`src/hdl/midi_active_note_tracker_defines.svh`:
```
// Assertion macros for the active note tracker.
`ifndef MIDI_ACTIVE_NOTE_TRACKER_DEFINES_SVH
`define MIDI_ACTIVE_NOTE_TRACKER_DEFINES_SVH
`ifndef SYNTHESIS
`define MANT_ASSERT(label, clk, rstn, prop, msg) \
    label: assert property (@(posedge clk) disable iff (!rstn) prop) else $error(msg);
`define MANT_ASSERT_NORST(label, clk, prop, msg) \
    label: assert property (@(posedge clk) prop) else $error(msg);
`else
`define MANT_ASSERT(label, clk, rstn, prop, msg)
`define MANT_ASSERT_NORST(label, clk, prop, msg)
`endif
`endif

```
`src/hdl/mant_pkg.sv`:
```
// ----------------------------------------------------------------------------
// mant_pkg
// Shared types and event codes of the active note tracker.
// ----------------------------------------------------------------------------
package mant_pkg;
    localparam logic [1:0] KIND_TICK    = 2'd0;
    localparam logic [1:0] KIND_NOTE    = 2'd1;
    localparam logic [1:0] KIND_RELEASE = 2'd2;
    // The spare kind code is decoded as a time tick.
    localparam logic [1:0] KIND_SPARE   = 2'd3;

    localparam logic [2:0] EV_OFF  = 3'd0;
    localparam logic [2:0] EV_PROG = 3'd1;
    localparam logic [2:0] EV_ON   = 3'd2;
    localparam logic [2:0] EV_OVER = 3'd3;
    localparam logic [2:0] EV_DONE = 3'd4;

    typedef struct packed {
        logic [1:0]  kind;
        logic [31:0] now_ms;
        logic [3:0]  channel;
        logic [6:0]  note_num;
        logic [6:0]  velocity;
        logic [6:0]  program_req;
        logic [31:0] end_ms;
    } in_beat_t;

    typedef struct packed {
        logic [2:0]  event_res;
        logic [3:0]  out_channel;
        logic [6:0]  out_note;
        logic [6:0]  out_velocity;
        logic [6:0]  out_program;
        logic [31:0] next_end_ms;
        logic        has_next_end;
        logic [5:0]  active_voices;
        logic        last;
    } out_beat_t;

    // Classified command handed from the front to the back.
    typedef struct packed {
        logic        is_note;
        logic        is_release;
        logic        prog_change;
        logic [31:0] now_ms;
        logic [3:0]  channel;
        logic [6:0]  note_num;
        logic [6:0]  velocity;
        logic [6:0]  program_req;
        logic [31:0] end_ms;
    } cmd_t;
endpackage

```
`src/hdl/mant_front.sv`:
```
// ----------------------------------------------------------------------------
// mant_front
// Accepts input beats, tracks channel programs and queues classified commands.
// ----------------------------------------------------------------------------
`include "midi_active_note_tracker_defines.svh"
module mant_front
    import mant_pkg::*;
#(
    parameter int CHANNELS = 16
) (
    input  logic     aclk,
    input  logic     aresetn,
    input  in_beat_t s_beat,
    input  logic     s_valid,
    output logic     s_ready,
    output cmd_t     q_cmd,
    output logic     q_valid,
    input  logic     q_pop
);
    localparam int CW = (CHANNELS > 1) ? $clog2(CHANNELS) : 1;

    logic [6:0] prog_reg [CHANNELS];
    logic [6:0] prog_next [CHANNELS];
    cmd_t       slot_reg [2];
    logic       wr_ptr_reg, wr_ptr_next, rd_ptr_reg, rd_ptr_next;
    logic [1:0] cnt_reg, cnt_next;
    cmd_t       cmd;
    logic       push, ch_ok;
    logic [CW-1:0] ch_idx;

    assign s_ready = (cnt_reg != 2'd2);
    assign push    = s_valid && s_ready;
    assign q_valid = (cnt_reg != 2'd0);
    assign q_cmd   = slot_reg[rd_ptr_reg];
    assign ch_ok   = ({28'd0, s_beat.channel} < 32'(CHANNELS));
    assign ch_idx  = CW'(s_beat.channel);

    always_comb begin
        cmd.is_note     = (s_beat.kind == KIND_NOTE);
        cmd.is_release  = (s_beat.kind == KIND_RELEASE);
        cmd.prog_change = cmd.is_note && ch_ok && (prog_reg[ch_idx] != s_beat.program_req);
        cmd.now_ms      = s_beat.now_ms;
        cmd.channel     = s_beat.channel;
        cmd.note_num    = s_beat.note_num;
        cmd.velocity    = s_beat.velocity;
        cmd.program_req = s_beat.program_req;
        cmd.end_ms      = s_beat.end_ms;
        prog_next = prog_reg;
        if (push && cmd.prog_change) begin
            prog_next[ch_idx] = s_beat.program_req;
        end
        wr_ptr_next = push ? ~wr_ptr_reg : wr_ptr_reg;
        rd_ptr_next = q_pop ? ~rd_ptr_reg : rd_ptr_reg;
        cnt_next = cnt_reg + {1'b0, push} - {1'b0, q_pop};
    end

    always_ff @(posedge aclk) begin
        if (!aresetn) begin
            for (int c = 0; c < CHANNELS; c++) prog_reg[c] <= 7'd0;
            wr_ptr_reg <= 1'b0;
            rd_ptr_reg <= 1'b0;
            cnt_reg <= 2'd0;
        end else begin
            prog_reg <= prog_next;
            wr_ptr_reg <= wr_ptr_next;
            rd_ptr_reg <= rd_ptr_next;
            cnt_reg <= cnt_next;
        end
        if (push) slot_reg[wr_ptr_reg] <= cmd;
    end

    `MANT_ASSERT(a_q_bound, aclk, aresetn, cnt_reg <= 2'd2, "queue count out of range")
    `MANT_ASSERT(a_no_pop_empty, aclk, aresetn, q_pop |-> q_valid, "pop from empty queue")
    `MANT_ASSERT(a_full_stall, aclk, aresetn, (cnt_reg == 2'd2) |-> !s_ready, "accept when full")
endmodule

```
`src/hdl/mant_back.sv`:
```
// ----------------------------------------------------------------------------
// mant_back
// Walks the voice table for one command and emits the result beats.
// ----------------------------------------------------------------------------
`include "midi_active_note_tracker_defines.svh"
module mant_back
    import mant_pkg::*;
#(
    parameter int VOICES = 32
) (
    input  logic      aclk,
    input  logic      aresetn,
    input  cmd_t      q_cmd,
    input  logic      q_valid,
    output logic      q_pop,
    output out_beat_t m_beat,
    output logic      m_valid,
    input  logic      m_ready
);
    localparam int VW = (VOICES > 1) ? $clog2(VOICES) : 1;
    localparam logic [5:0] VMAX = 6'(VOICES);

    localparam logic [2:0] ST_IDLE = 3'd0;
    localparam logic [2:0] ST_WALK = 3'd1;
    localparam logic [2:0] ST_PROG = 3'd2;
    localparam logic [2:0] ST_OFF  = 3'd3;
    localparam logic [2:0] ST_ON   = 3'd4;
    localparam logic [2:0] ST_MIN  = 3'd5;
    localparam logic [2:0] ST_DONE = 3'd6;
    localparam logic [2:0] ST_SCAN = 3'd7;

    logic [2:0]  st_reg, st_next;
    cmd_t        cmd_reg, cmd_next;
    logic [5:0]  cnt_reg, cnt_next;
    logic [5:0]  idx_reg, idx_next;
    logic        found_reg, found_next;
    logic [VW-1:0] match_reg, match_next;
    logic [31:0] best_reg, best_next;
    logic        has_reg, has_next;
    logic [3:0]  tch [VOICES];
    logic [6:0]  tnote [VOICES];
    logic [31:0] tend [VOICES];
    out_beat_t   ob_reg, ob_next;
    logic        ov_reg, ov_next;
    logic        wr_en;
    logic [VW-1:0] wr_idx;
    logic [3:0]  wr_ch;
    logic [6:0]  wr_note;
    logic [31:0] wr_end;
    logic        out_free;
    logic [VW-1:0] ci, li;
    logic [5:0]  fin_reg, fin_next;
    logic [5:0]  pcnt_reg, pcnt_next;
    logic        pfound_reg, pfound_next;

    assign out_free = !ov_reg || m_ready;
    assign m_valid  = ov_reg;
    assign m_beat   = ob_reg;
    assign ci = idx_reg[VW-1:0];
    assign li = VW'(cnt_reg - 6'd1);

    function automatic out_beat_t mk(input logic [2:0] ev, input logic [3:0] ch,
                                     input logic [6:0] nt, input logic [6:0] vel,
                                     input logic [6:0] pg, input logic [5:0] av);
        out_beat_t b;
        b = '0;
        b.event_res = ev;
        b.out_channel = ch;
        b.out_note = nt;
        b.out_velocity = vel;
        b.out_program = pg;
        b.active_voices = av;
        return b;
    endfunction

    always_comb begin
        st_next = st_reg;
        cmd_next = cmd_reg;
        cnt_next = cnt_reg;
        idx_next = idx_reg;
        found_next = found_reg;
        match_next = match_reg;
        best_next = best_reg;
        has_next = has_reg;
        fin_next = fin_reg;
        pcnt_next = pcnt_reg;
        pfound_next = pfound_reg;
        ob_next = ob_reg;
        ov_next = ov_reg && !m_ready;
        q_pop = 1'b0;
        wr_en = 1'b0;
        wr_idx = ci;
        wr_ch = tch[li];
        wr_note = tnote[li];
        wr_end = tend[li];
        case (st_reg)
            ST_IDLE: begin
                if (q_valid) begin
                    q_pop = 1'b1;
                    cmd_next = q_cmd;
                    idx_next = 6'd0;
                    found_next = 1'b0;
                    pcnt_next = 6'd0;
                    pfound_next = 1'b0;
                    st_next = ST_SCAN;
                end
            end
            // Read-only pass that finds the voice count at the end of the item,
            // since every beat of the item reports it.
            ST_SCAN: begin
                if (idx_reg >= cnt_reg) begin
                    idx_next = 6'd0;
                    st_next = ST_WALK;
                    if (cmd_reg.is_release) begin
                        fin_next = 6'd0;
                    end else if (cmd_reg.is_note && !pfound_reg && pcnt_reg < VMAX) begin
                        fin_next = pcnt_reg + 6'd1;
                    end else begin
                        fin_next = pcnt_reg;
                    end
                end else begin
                    if (tend[ci] > cmd_reg.now_ms) begin
                        pcnt_next = pcnt_reg + 6'd1;
                        if (cmd_reg.is_note && tch[ci] == cmd_reg.channel &&
                            tnote[ci] == cmd_reg.note_num) begin
                            pfound_next = 1'b1;
                        end
                    end
                    idx_next = idx_reg + 6'd1;
                end
            end
            ST_WALK: begin
                if (idx_reg >= cnt_reg) begin
                    if (cmd_reg.is_release) cnt_next = 6'd0;
                    st_next = cmd_reg.is_note ? ST_PROG : ST_MIN;
                    idx_next = 6'd0;
                    has_next = 1'b0;
                    best_next = 32'd0;
                end else if (cmd_reg.is_release) begin
                    if (out_free) begin
                        ov_next = 1'b1;
                        ob_next = mk(EV_OFF, tch[ci], tnote[ci], 7'd0, 7'd0, 6'd0);
                        idx_next = idx_reg + 6'd1;
                    end
                end else if (tend[ci] <= cmd_reg.now_ms) begin
                    if (out_free) begin
                        ov_next = 1'b1;
                        ob_next = mk(EV_OFF, tch[ci], tnote[ci], 7'd0, 7'd0, 6'd0);
                        wr_en = (idx_reg + 6'd1 < cnt_reg);
                        cnt_next = cnt_reg - 6'd1;
                    end
                end else begin
                    if (cmd_reg.is_note && tch[ci] == cmd_reg.channel &&
                        tnote[ci] == cmd_reg.note_num) begin
                        found_next = 1'b1;
                        match_next = ci;
                    end
                    idx_next = idx_reg + 6'd1;
                end
            end
            ST_PROG: begin
                if (!cmd_reg.prog_change) begin
                    st_next = ST_OFF;
                end else if (out_free) begin
                    ov_next = 1'b1;
                    ob_next = mk(EV_PROG, cmd_reg.channel, 7'd0, 7'd0,
                                 cmd_reg.program_req, 6'd0);
                    st_next = ST_OFF;
                end
            end
            ST_OFF: begin
                if (found_reg) begin
                    if (out_free) begin
                        ov_next = 1'b1;
                        ob_next = mk(EV_OFF, cmd_reg.channel, cmd_reg.note_num,
                                     7'd0, 7'd0, 6'd0);
                        st_next = ST_ON;
                    end
                end else if (cnt_reg < VMAX) begin
                    match_next = VW'(cnt_reg);
                    cnt_next = cnt_reg + 6'd1;
                    found_next = 1'b1;
                    st_next = ST_ON;
                end else begin
                    st_next = ST_ON;
                end
            end
            ST_ON: begin
                if (out_free) begin
                    ov_next = 1'b1;
                    if (found_reg) begin
                        ob_next = mk(EV_ON, cmd_reg.channel, cmd_reg.note_num,
                                     cmd_reg.velocity, 7'd0, 6'd0);
                        wr_en = 1'b1;
                        wr_idx = match_reg;
                        wr_ch = cmd_reg.channel;
                        wr_note = cmd_reg.note_num;
                        wr_end = cmd_reg.end_ms;
                    end else begin
                        ob_next = mk(EV_OVER, cmd_reg.channel, cmd_reg.note_num,
                                     7'd0, 7'd0, 6'd0);
                    end
                    st_next = ST_MIN;
                    idx_next = 6'd0;
                    has_next = 1'b0;
                    best_next = 32'd0;
                end
            end
            ST_MIN: begin
                if (idx_reg >= cnt_reg) begin
                    st_next = ST_DONE;
                end else begin
                    if (!has_reg || tend[ci] < best_reg) begin
                        best_next = tend[ci];
                        has_next = 1'b1;
                    end
                    idx_next = idx_reg + 6'd1;
                end
            end
            ST_DONE: begin
                if (out_free) begin
                    ov_next = 1'b1;
                    ob_next = mk(EV_DONE, 4'd0, 7'd0, 7'd0, 7'd0, 6'd0);
                    ob_next.next_end_ms = best_reg;
                    ob_next.has_next_end = has_reg;
                    ob_next.last = 1'b1;
                    st_next = ST_IDLE;
                end
            end
            default: st_next = ST_IDLE;
        endcase
        // A newly loaded beat takes the voice count found by the scan.
        if (ov_next && !(ov_reg && !m_ready)) ob_next.active_voices = fin_reg;
    end

    always_ff @(posedge aclk) begin
        if (!aresetn) begin
            st_reg <= ST_IDLE;
            cnt_reg <= 6'd0;
            ov_reg <= 1'b0;
        end else begin
            st_reg <= st_next;
            cnt_reg <= cnt_next;
            ov_reg <= ov_next;
        end
        cmd_reg <= cmd_next;
        idx_reg <= idx_next;
        found_reg <= found_next;
        match_reg <= match_next;
        best_reg <= best_next;
        has_reg <= has_next;
        ob_reg <= ob_next;
        fin_reg <= fin_next;
        pcnt_reg <= pcnt_next;
        pfound_reg <= pfound_next;
        if (wr_en) begin
            tch[wr_idx] <= wr_ch;
            tnote[wr_idx] <= wr_note;
            tend[wr_idx] <= wr_end;
        end
    end

    `MANT_ASSERT(a_cnt_max, aclk, aresetn, cnt_reg <= VMAX, "voice count over capacity")
    `MANT_ASSERT(a_hold, aclk, aresetn, (m_valid && !m_ready) |=> $stable(m_beat), "beat changed while stalled")
    `MANT_ASSERT(a_idle_pop, aclk, aresetn, q_pop |-> (st_reg == ST_IDLE), "pop while busy")
endmodule

```
`src/hdl/midi_active_note_tracker.sv`:
```
// ----------------------------------------------------------------------------
// midi_active_note_tracker
// Voice table of a MIDI sequencer: expires, retriggers and starts notes.
// ----------------------------------------------------------------------------
// The s_ channel carries tick, note and release items; the m_ channel returns
// note-off, program change, note-on and overflow beats, and always a final
// done beat (last high) with the earliest remaining end time.
// A two-entry command queue lets the front accept items while the back walks
// the voice table. The back handles one item at a time and takes a new one
// from the queue only once the done beat of the last is loaded. Each item runs
// a scan that counts the surviving voices, the expiry walk, the minimum search
// and a few fixed steps; these walks over the table set the item rate.
// Reset clears the voice count and all channel programs; table contents are
// not cleared. A stalled receiver holds the output register; the back stops
// and the queue fills, after which s_ready drops.
// ----------------------------------------------------------------------------
module midi_active_note_tracker
    import mant_pkg::*;
#(
    parameter int VOICES   = 32,
    parameter int CHANNELS = 16
) (
    input  logic      aclk,
    input  logic      aresetn,
    input  in_beat_t  s_data,
    input  logic      s_valid,
    output logic      s_ready,
    output out_beat_t m_data,
    output logic      m_valid,
    input  logic      m_ready
);
    cmd_t q_cmd;
    logic q_valid, q_pop;

    mant_front #(.CHANNELS(CHANNELS)) u_front (
        .aclk(aclk), .aresetn(aresetn), .s_beat(s_data), .s_valid(s_valid),
        .s_ready(s_ready), .q_cmd(q_cmd), .q_valid(q_valid), .q_pop(q_pop)
    );

    mant_back #(.VOICES(VOICES)) u_back (
        .aclk(aclk), .aresetn(aresetn), .q_cmd(q_cmd), .q_valid(q_valid),
        .q_pop(q_pop), .m_beat(m_data), .m_valid(m_valid), .m_ready(m_ready)
    );
endmodule

```
`config.mk`:
```
export PLATFORM = sky130hd
export DESIGN_NAME = midi_active_note_tracker
export DESIGN_NICKNAME = d
export VERILOG_FILES = /design/src/hdl/mant_pkg.sv /design/src/hdl/mant_front.sv /design/src/hdl/mant_back.sv /design/src/hdl/midi_active_note_tracker.sv
export VERILOG_INCLUDE_DIRS = /design/src /design/src/hdl
export SDC_FILE = /design/constraint.sdc
export NUM_CORES = 2
export LEC_CHECK = 0
export BUFFER_PORTS_ARGS = -buffer_cell sky130_fd_sc_hd__buf_2
export CORE_UTILIZATION = 44
export CTS_CLUSTER_DIAMETER = 30
export DETAILED_ROUTE_END_ITERATION = 6
export PLACE_DENSITY = 0.7
export SLEW_MARGIN = 15
export SYNTH_ARGS = -nofsm -noshare
export SYNTH_HDL_FRONTEND = slang
export SYNTH_HIERARCHICAL = 1
export SYNTH_SLANG_ARGS = --single-unit
```
`constraint.sdc`:
```
create_clock -name aclk -period 9.15 [get_ports aclk]
set_input_delay 0.4575 -clock aclk [delete_from_list [all_inputs] [get_ports aclk]]
set_output_delay 0.4575 -clock aclk [all_outputs]
set_load 0.1 [all_outputs]
```
Yosys cells after proc, flatten, opt, wreduce, memory -nomap -nowiden. Memories as Yosys holds them, arrays and structs flattened. A register that Yosys moved wholly into a read port is not among the register bits. Cells that the tools add are included. W data, S select, Z words.

Register bits after elaboration: 252. Bits in writable memories: 1560. Input bits: 95. Memories: 4.

Add/sub/neg operators: 6. Magnitude comparators: 9. Equal/unequal tests: 51. Muxes and demuxes: 115. Bitwise logic cells: 3. Reductions and logical operators: 39.

Memory list: u_back.tend (depth 32, width 32, read ports 2, clocked after Yosys merged registers in 1, write ports 1, RTL line mant_back.sv:42) `logic [31:0] tend [VOICES];`; u_back.tnote (depth 32, width 7, read ports 2, clocked after Yosys merged registers in 1, write ports 1, RTL line mant_back.sv:41) `logic [6:0] tnote [VOICES];`; u_front.slot_reg (depth 2, width 92, read ports 1, clocked after Yosys merged registers in 1, write ports 1, RTL line mant_front.sv:24) `cmd_t slot_reg [2];`; u_back.tch (depth 32, width 4, read ports 2, clocked after Yosys merged registers in 1, write ports 1, RTL line mant_back.sv:40) `logic [3:0] tch [VOICES];`.

Operators with widths (count): $mux W68 (10); $pmux W68 S5 (1); $mux W32 (7); $mux W6 (19); $bwmux W112 (1); $pmux W32 S3 (1); $mux W66 (1); $mux W5 (12); $mux W7 (6); $mux W3 (11); $gt A32 B32 Y1 (1); $le A32 B32 Y1 (1); $lt A32 B32 Y1 (1); $mux W1 (31); $pmux W6 S5 (1); $bmux W7 S4 (1); $demux W7 S4 (1); $ne A2 B1 Y1 const B (14); $ne A3 B1 Y1 const B (9); $pmux W3 S8 (1); $pmux W6 S2 (2); $add A6 B1 Y6 const B (3); $reduce_and A9 Y1 (2); $ne A2 B2 Y1 const B (8); other kinds (43) (78).

Logic depth before layout (Yosys ltp).
Word-level depth: 10. Mapped depth: 18. Gate-level depth less buffers: 12.

Modules after synthesis. The synthesis kept the hierarchy.

By module, submodules not included: mant_back (times used 1, cells each 3666, area an instance 74234.9 µm²); mant_front (times used 1, cells each 832, area an instance 12315.6 µm²).

Least setup slack after synthesis. Ideal clock, no wire load.

Path kind: register to register. From: reg (tool-made name). To: reg u_back.ob_reg, in the netlist u_back/m_beat[1] (data pin). Arrival: 9051 ps. Data required time: 8984 ps. Path slack: -67 ps. Stages on the path, launching flop included: 18. Path buffers: 5. Clock period less this slack: 9217 ps. Cell sequence: dfxtp_1 > buf_6 > buf_4 > buf_6 > buf_2 > clkbuf_1 > mux4_2 > mux4_2 > mux2_2 > ha_1 > nor2b_1 > o211ai_1 > a2111oi_0 > o31ai_1 > and2_1 > o21ai_1 > a211oi_1 > and2_1.

RTL lines: end signal: assignment (RTL line mant_back.sv:252) `ob_reg <= ob_next;`; end: declaration (RTL line mant_back.sv:43) `out_beat_t ob_reg, ob_next;`.

==> flow_metrics.env <==
export IMPL_critPathMaxFanout=41
export IMPL_synth_edff_count=1777
export IMPL_synth_async_reset_ratio_pct=0
export IMPL_synthTopCellsByArea="edfxtp_1, mux4_2, dfxtp_1"
export IMPL_drt_pass1_iter_count=7
export IMPL_port_buffer_count=164
export IMPL_required_ps=9740
export IMPL_synth_ff_type="edfxtp_1"
export IMPL_wl_um=247000
export IMPL_antenna_found_initial=8
export IMPL_area_delta_synth_final_pct=20.69
export IMPL_wl_per_cell_um=31.30
export IMPL_root_buffer="clkbuf_16"
export IMPL_fin_crit_sh_pct=79.95
export IMPL_reg2reg_slack_ps=1830
export IMPL_ios=165
export IMPL_hpwl_um=141400
export IMPL_hold_slack_ps=110.0
export IMPL_status="complete, no violations"
export IMPL_p_sw_share_pct=36.24
export IMPL_rsz0062_at_grt="no"
export IMPL_dp_cells=7143
export IMPL_timing_final_setup_violations=0
export IMPL_grt_max_degree=101
export IMPL_hold_class="input pin to register"
export IMPL_ys_ff_latch=1909
export IMPL_dr_first_iter_drc_count=6803
export IMPL_nFillCells=14670
export IMPL_synth_cells=4498
export IMPL_ant_nets=0
export IMPL_synth_warnings=6
export IMPL_final_hold_violation_count=0
export IMPL_route_detailed_drc=0
export IMPL_combPwrFrac_pct=38.5
export IMPL_cts_setup_buffers=0
export IMPL_final_instance_count_excl_fill=7890
export IMPL_synth_distinct_cells=77
export IMPL_worstSetupPathType="register to register"
export IMPL_synth_area_um2=86550
export IMPL_final_nets=5156
export IMPL_ys_seq_area_share_pct=64.71
export IMPL_synth_fp_nets=4674
export IMPL_tns_ps=0
export IMPL_p_sw_mw=17.28
export IMPL_grt_pass1_vias=51320
export IMPL_critPathCaptureType="register"
export IMPL_max_slew_margin_pct=16.10
export IMPL_cts_made_buffers=368
export IMPL_largest_reg_flops=1024
export IMPL_min_period_ps=7316
export IMPL_cts_tree="yes"
export IMPL_cap_violations=0
export IMPL_clock_sinks=1909
export IMPL_gr_usage_all_layers_pct=24.76
export IMPL_synth_most_common_cell="edfxtp_1"
export IMPL_initial_utilization_pct=44.34
export IMPL_startpoint_type="register"
export IMPL_drive_gt1_share_pct=37.04
export IMPL_clkTransAtPathRegs_ps=50
export IMPL_postSynthAreaPerCell_um2=19.24
export IMPL_pwr_share_clk_pct=27.8
export IMPL_core_um2=195200
export IMPL_utilization_pct=53.51
export IMPL_h_tree_depth=5
export IMPL_clockBufferDepth=4
export IMPL_vias_per_cell=6.425
export IMPL_gp_congestion=0.8886
export IMPL_powerDensity_nw_per_um2=456.5
export IMPL_worstSkewPairLatency_ps=950
export IMPL_vdd_drop_max_mv=0.5676
export IMPL_vias=50690
export IMPL_clock_skew_ps=69.38
export IMPL_synth_area_leader_cell="edfxtp_1"
export IMPL_finalMaxSlewViolations=0
export IMPL_globalRoute_totalOverflow=0
export IMPL_leakage_nw=34.53
export IMPL_rows=162
export IMPL_dieWidth_um=445.5
export IMPL_max_slew_worst_pin_slew_ps=1255
export IMPL_netlist_top_cells_count="edfxtp_1, mux4_2, mux2i_1"
export IMPL_fmax_mhz=136.7
export IMPL_grt_pass1_wl_um=357100
export IMPL_die_area_um2=198500
export IMPL_yosysTopAreaCellShare_pct=61.65
export IMPL_p_seq_share_pct=33.7
export IMPL_intPower_mw=30.40
export IMPL_die_height_um=445.5
export IMPL_critPathArrivalTime_ps=7910
[layer usage]
metal | global-route usage (%) | routed length (um) | vias to the layer above
li1 | - | - | 20000
met2 | 39.12 | 117900 | 3723
met4 | 9.797 | 9085 | 4
met5 | 0 | 17 | -
met3 | 6.194 | 28480 | 530
met1 | 33.00 | 91540 | 26440
[through the flow]
| stage | cell area [um2] | setup slack (ps) | total power [mW] |
|---|---|---|---|
| 2_1_floorplan | 86560 | 1792 | 28.01 |
| 3_3_place_gp | 91280 | 1859 | 33.88 |
| 3_5_place_dp | 91290 | 1913 | 34.22 |
| 4_1_cts | 104400 | 1829 | 47.55 |
| 5_1_grt | 104500 | 1472 | 49.23 |
| 6_report | 104500 | 1834 | 47.68 |
[timing repair]
action / in CTS / in global routing
hold endpoints to repair: 211 / 0
hold buffers: 90 / 0
resized for setup: 0 / 0
[worst max-delay path, cell delays in order, from the launching register on]
cell	delay [ps]
dfxtp_4	930
buf_12	400
mux4_2	560
mux4_2	510
mux2_2	380
ha_1	340
nand4_1	240
nor4_1	660
nor2b_1	130
o31ai_1	160
nand3_1	270
nor4b_2	500
o21ai_1	350
nor2_4	1060
buf_4	380
[cell usage in the layout, fill, tap and decap left out, types with 20 or more instances in the layout]
| master | n |
|---|---|
| nor3_1 | 52 |
| dlygate4sd3_1 | 90 |
| clkinv_1 | 39 |
| buf_12 | 30 |
| bufinv_16 | 42 |
| o21ai_0 | 24 |
| nand2_1 | 178 |
| nor2_4 | 29 |
| nand4_1 | 26 |
| inv_6 | 36 |
| a22oi_1 | 35 |
| a21oi_1 | 97 |
| clkinv_4 | 35 |
| nor2_1 | 101 |
| inv_1 | 81 |
| nand3_1 | 33 |
| clkinv_2 | 48 |
| dfxtp_1 | 125 |
| mux4_2 | 834 |
| and2_1 | 52 |
| and3_1 | 20 |
| mux2_2 | 124 |
| clkbuf_16 | 375 |
| ha_1 | 80 |
| mux2i_1 | 229 |
| clkinvlp_4 | 31 |
| buf_4 | 129 |
| clkbuf_1 | 32 |
| edfxtp_1 | 1777 |
| buf_2 | 163 |
[area by class of cell]
type | count | area, um2 | share of cell area (%)
multi-input combinational | 2205 | 29300 | 28.05
timing repair buffer | 413 | 3313 | 3.172
antenna | 2 | 5.005 | 0.004791
clock inverter | 243 | 2655 | 2.542
clock buffer | 411 | 9559 | 9.151
sequential | 1909 | 56030 | 53.64
inverter | 83 | 311.5 | 0.2983
tap | 2624 | 3283 | 3.143
[logic make-up (layout without fill, tap and decap cells)]
family	count (synthesis)	count (layout)	share of synthesized area (%)
flops	1909	1909	64.71
mux	1194	1194	26.14
simple gates	593	593	3.373
buf+inv	384	1150	1.892
compound gates	307	307	2.404
fa+ha+maj	81	81	1.171
xor+xnor	30	30	0.3123
other cells	0	2	0
[power groups by stage]
stage               Sequential (mW)  Combinational [mW]  Clock, mW
floorplan                      17.2                10.8          0
global placement               16.2                17.7          0
detailed placement             16.2                18.0          0
CTS                            16.1                18.1       13.4
global route                   16.1                19.3       13.8
finish                         16.1                18.3       13.3
[path summary, 6_finish.rpt]
| path | from | end | cells past startpoint |
|---|---|---|---|
| setup / recovery | register | u_back/tnote[27][3]$_DFFE_PP_ | 14 |
| hold / removal | s_data[53] | u_front/slot_reg[1][53]$_DFFE_PP_ | 1 |
| setup reg to reg | register | u_back/tnote[27][3]$_DFFE_PP_ | 14 |
| hold reg to reg | u_front/prog_reg[37]$_SDFFE_PN0P_ | u_front/prog_reg[37]$_SDFFE_PN0P_ | 2 |
Note: power is estimated with default switching activity, not from simulation.
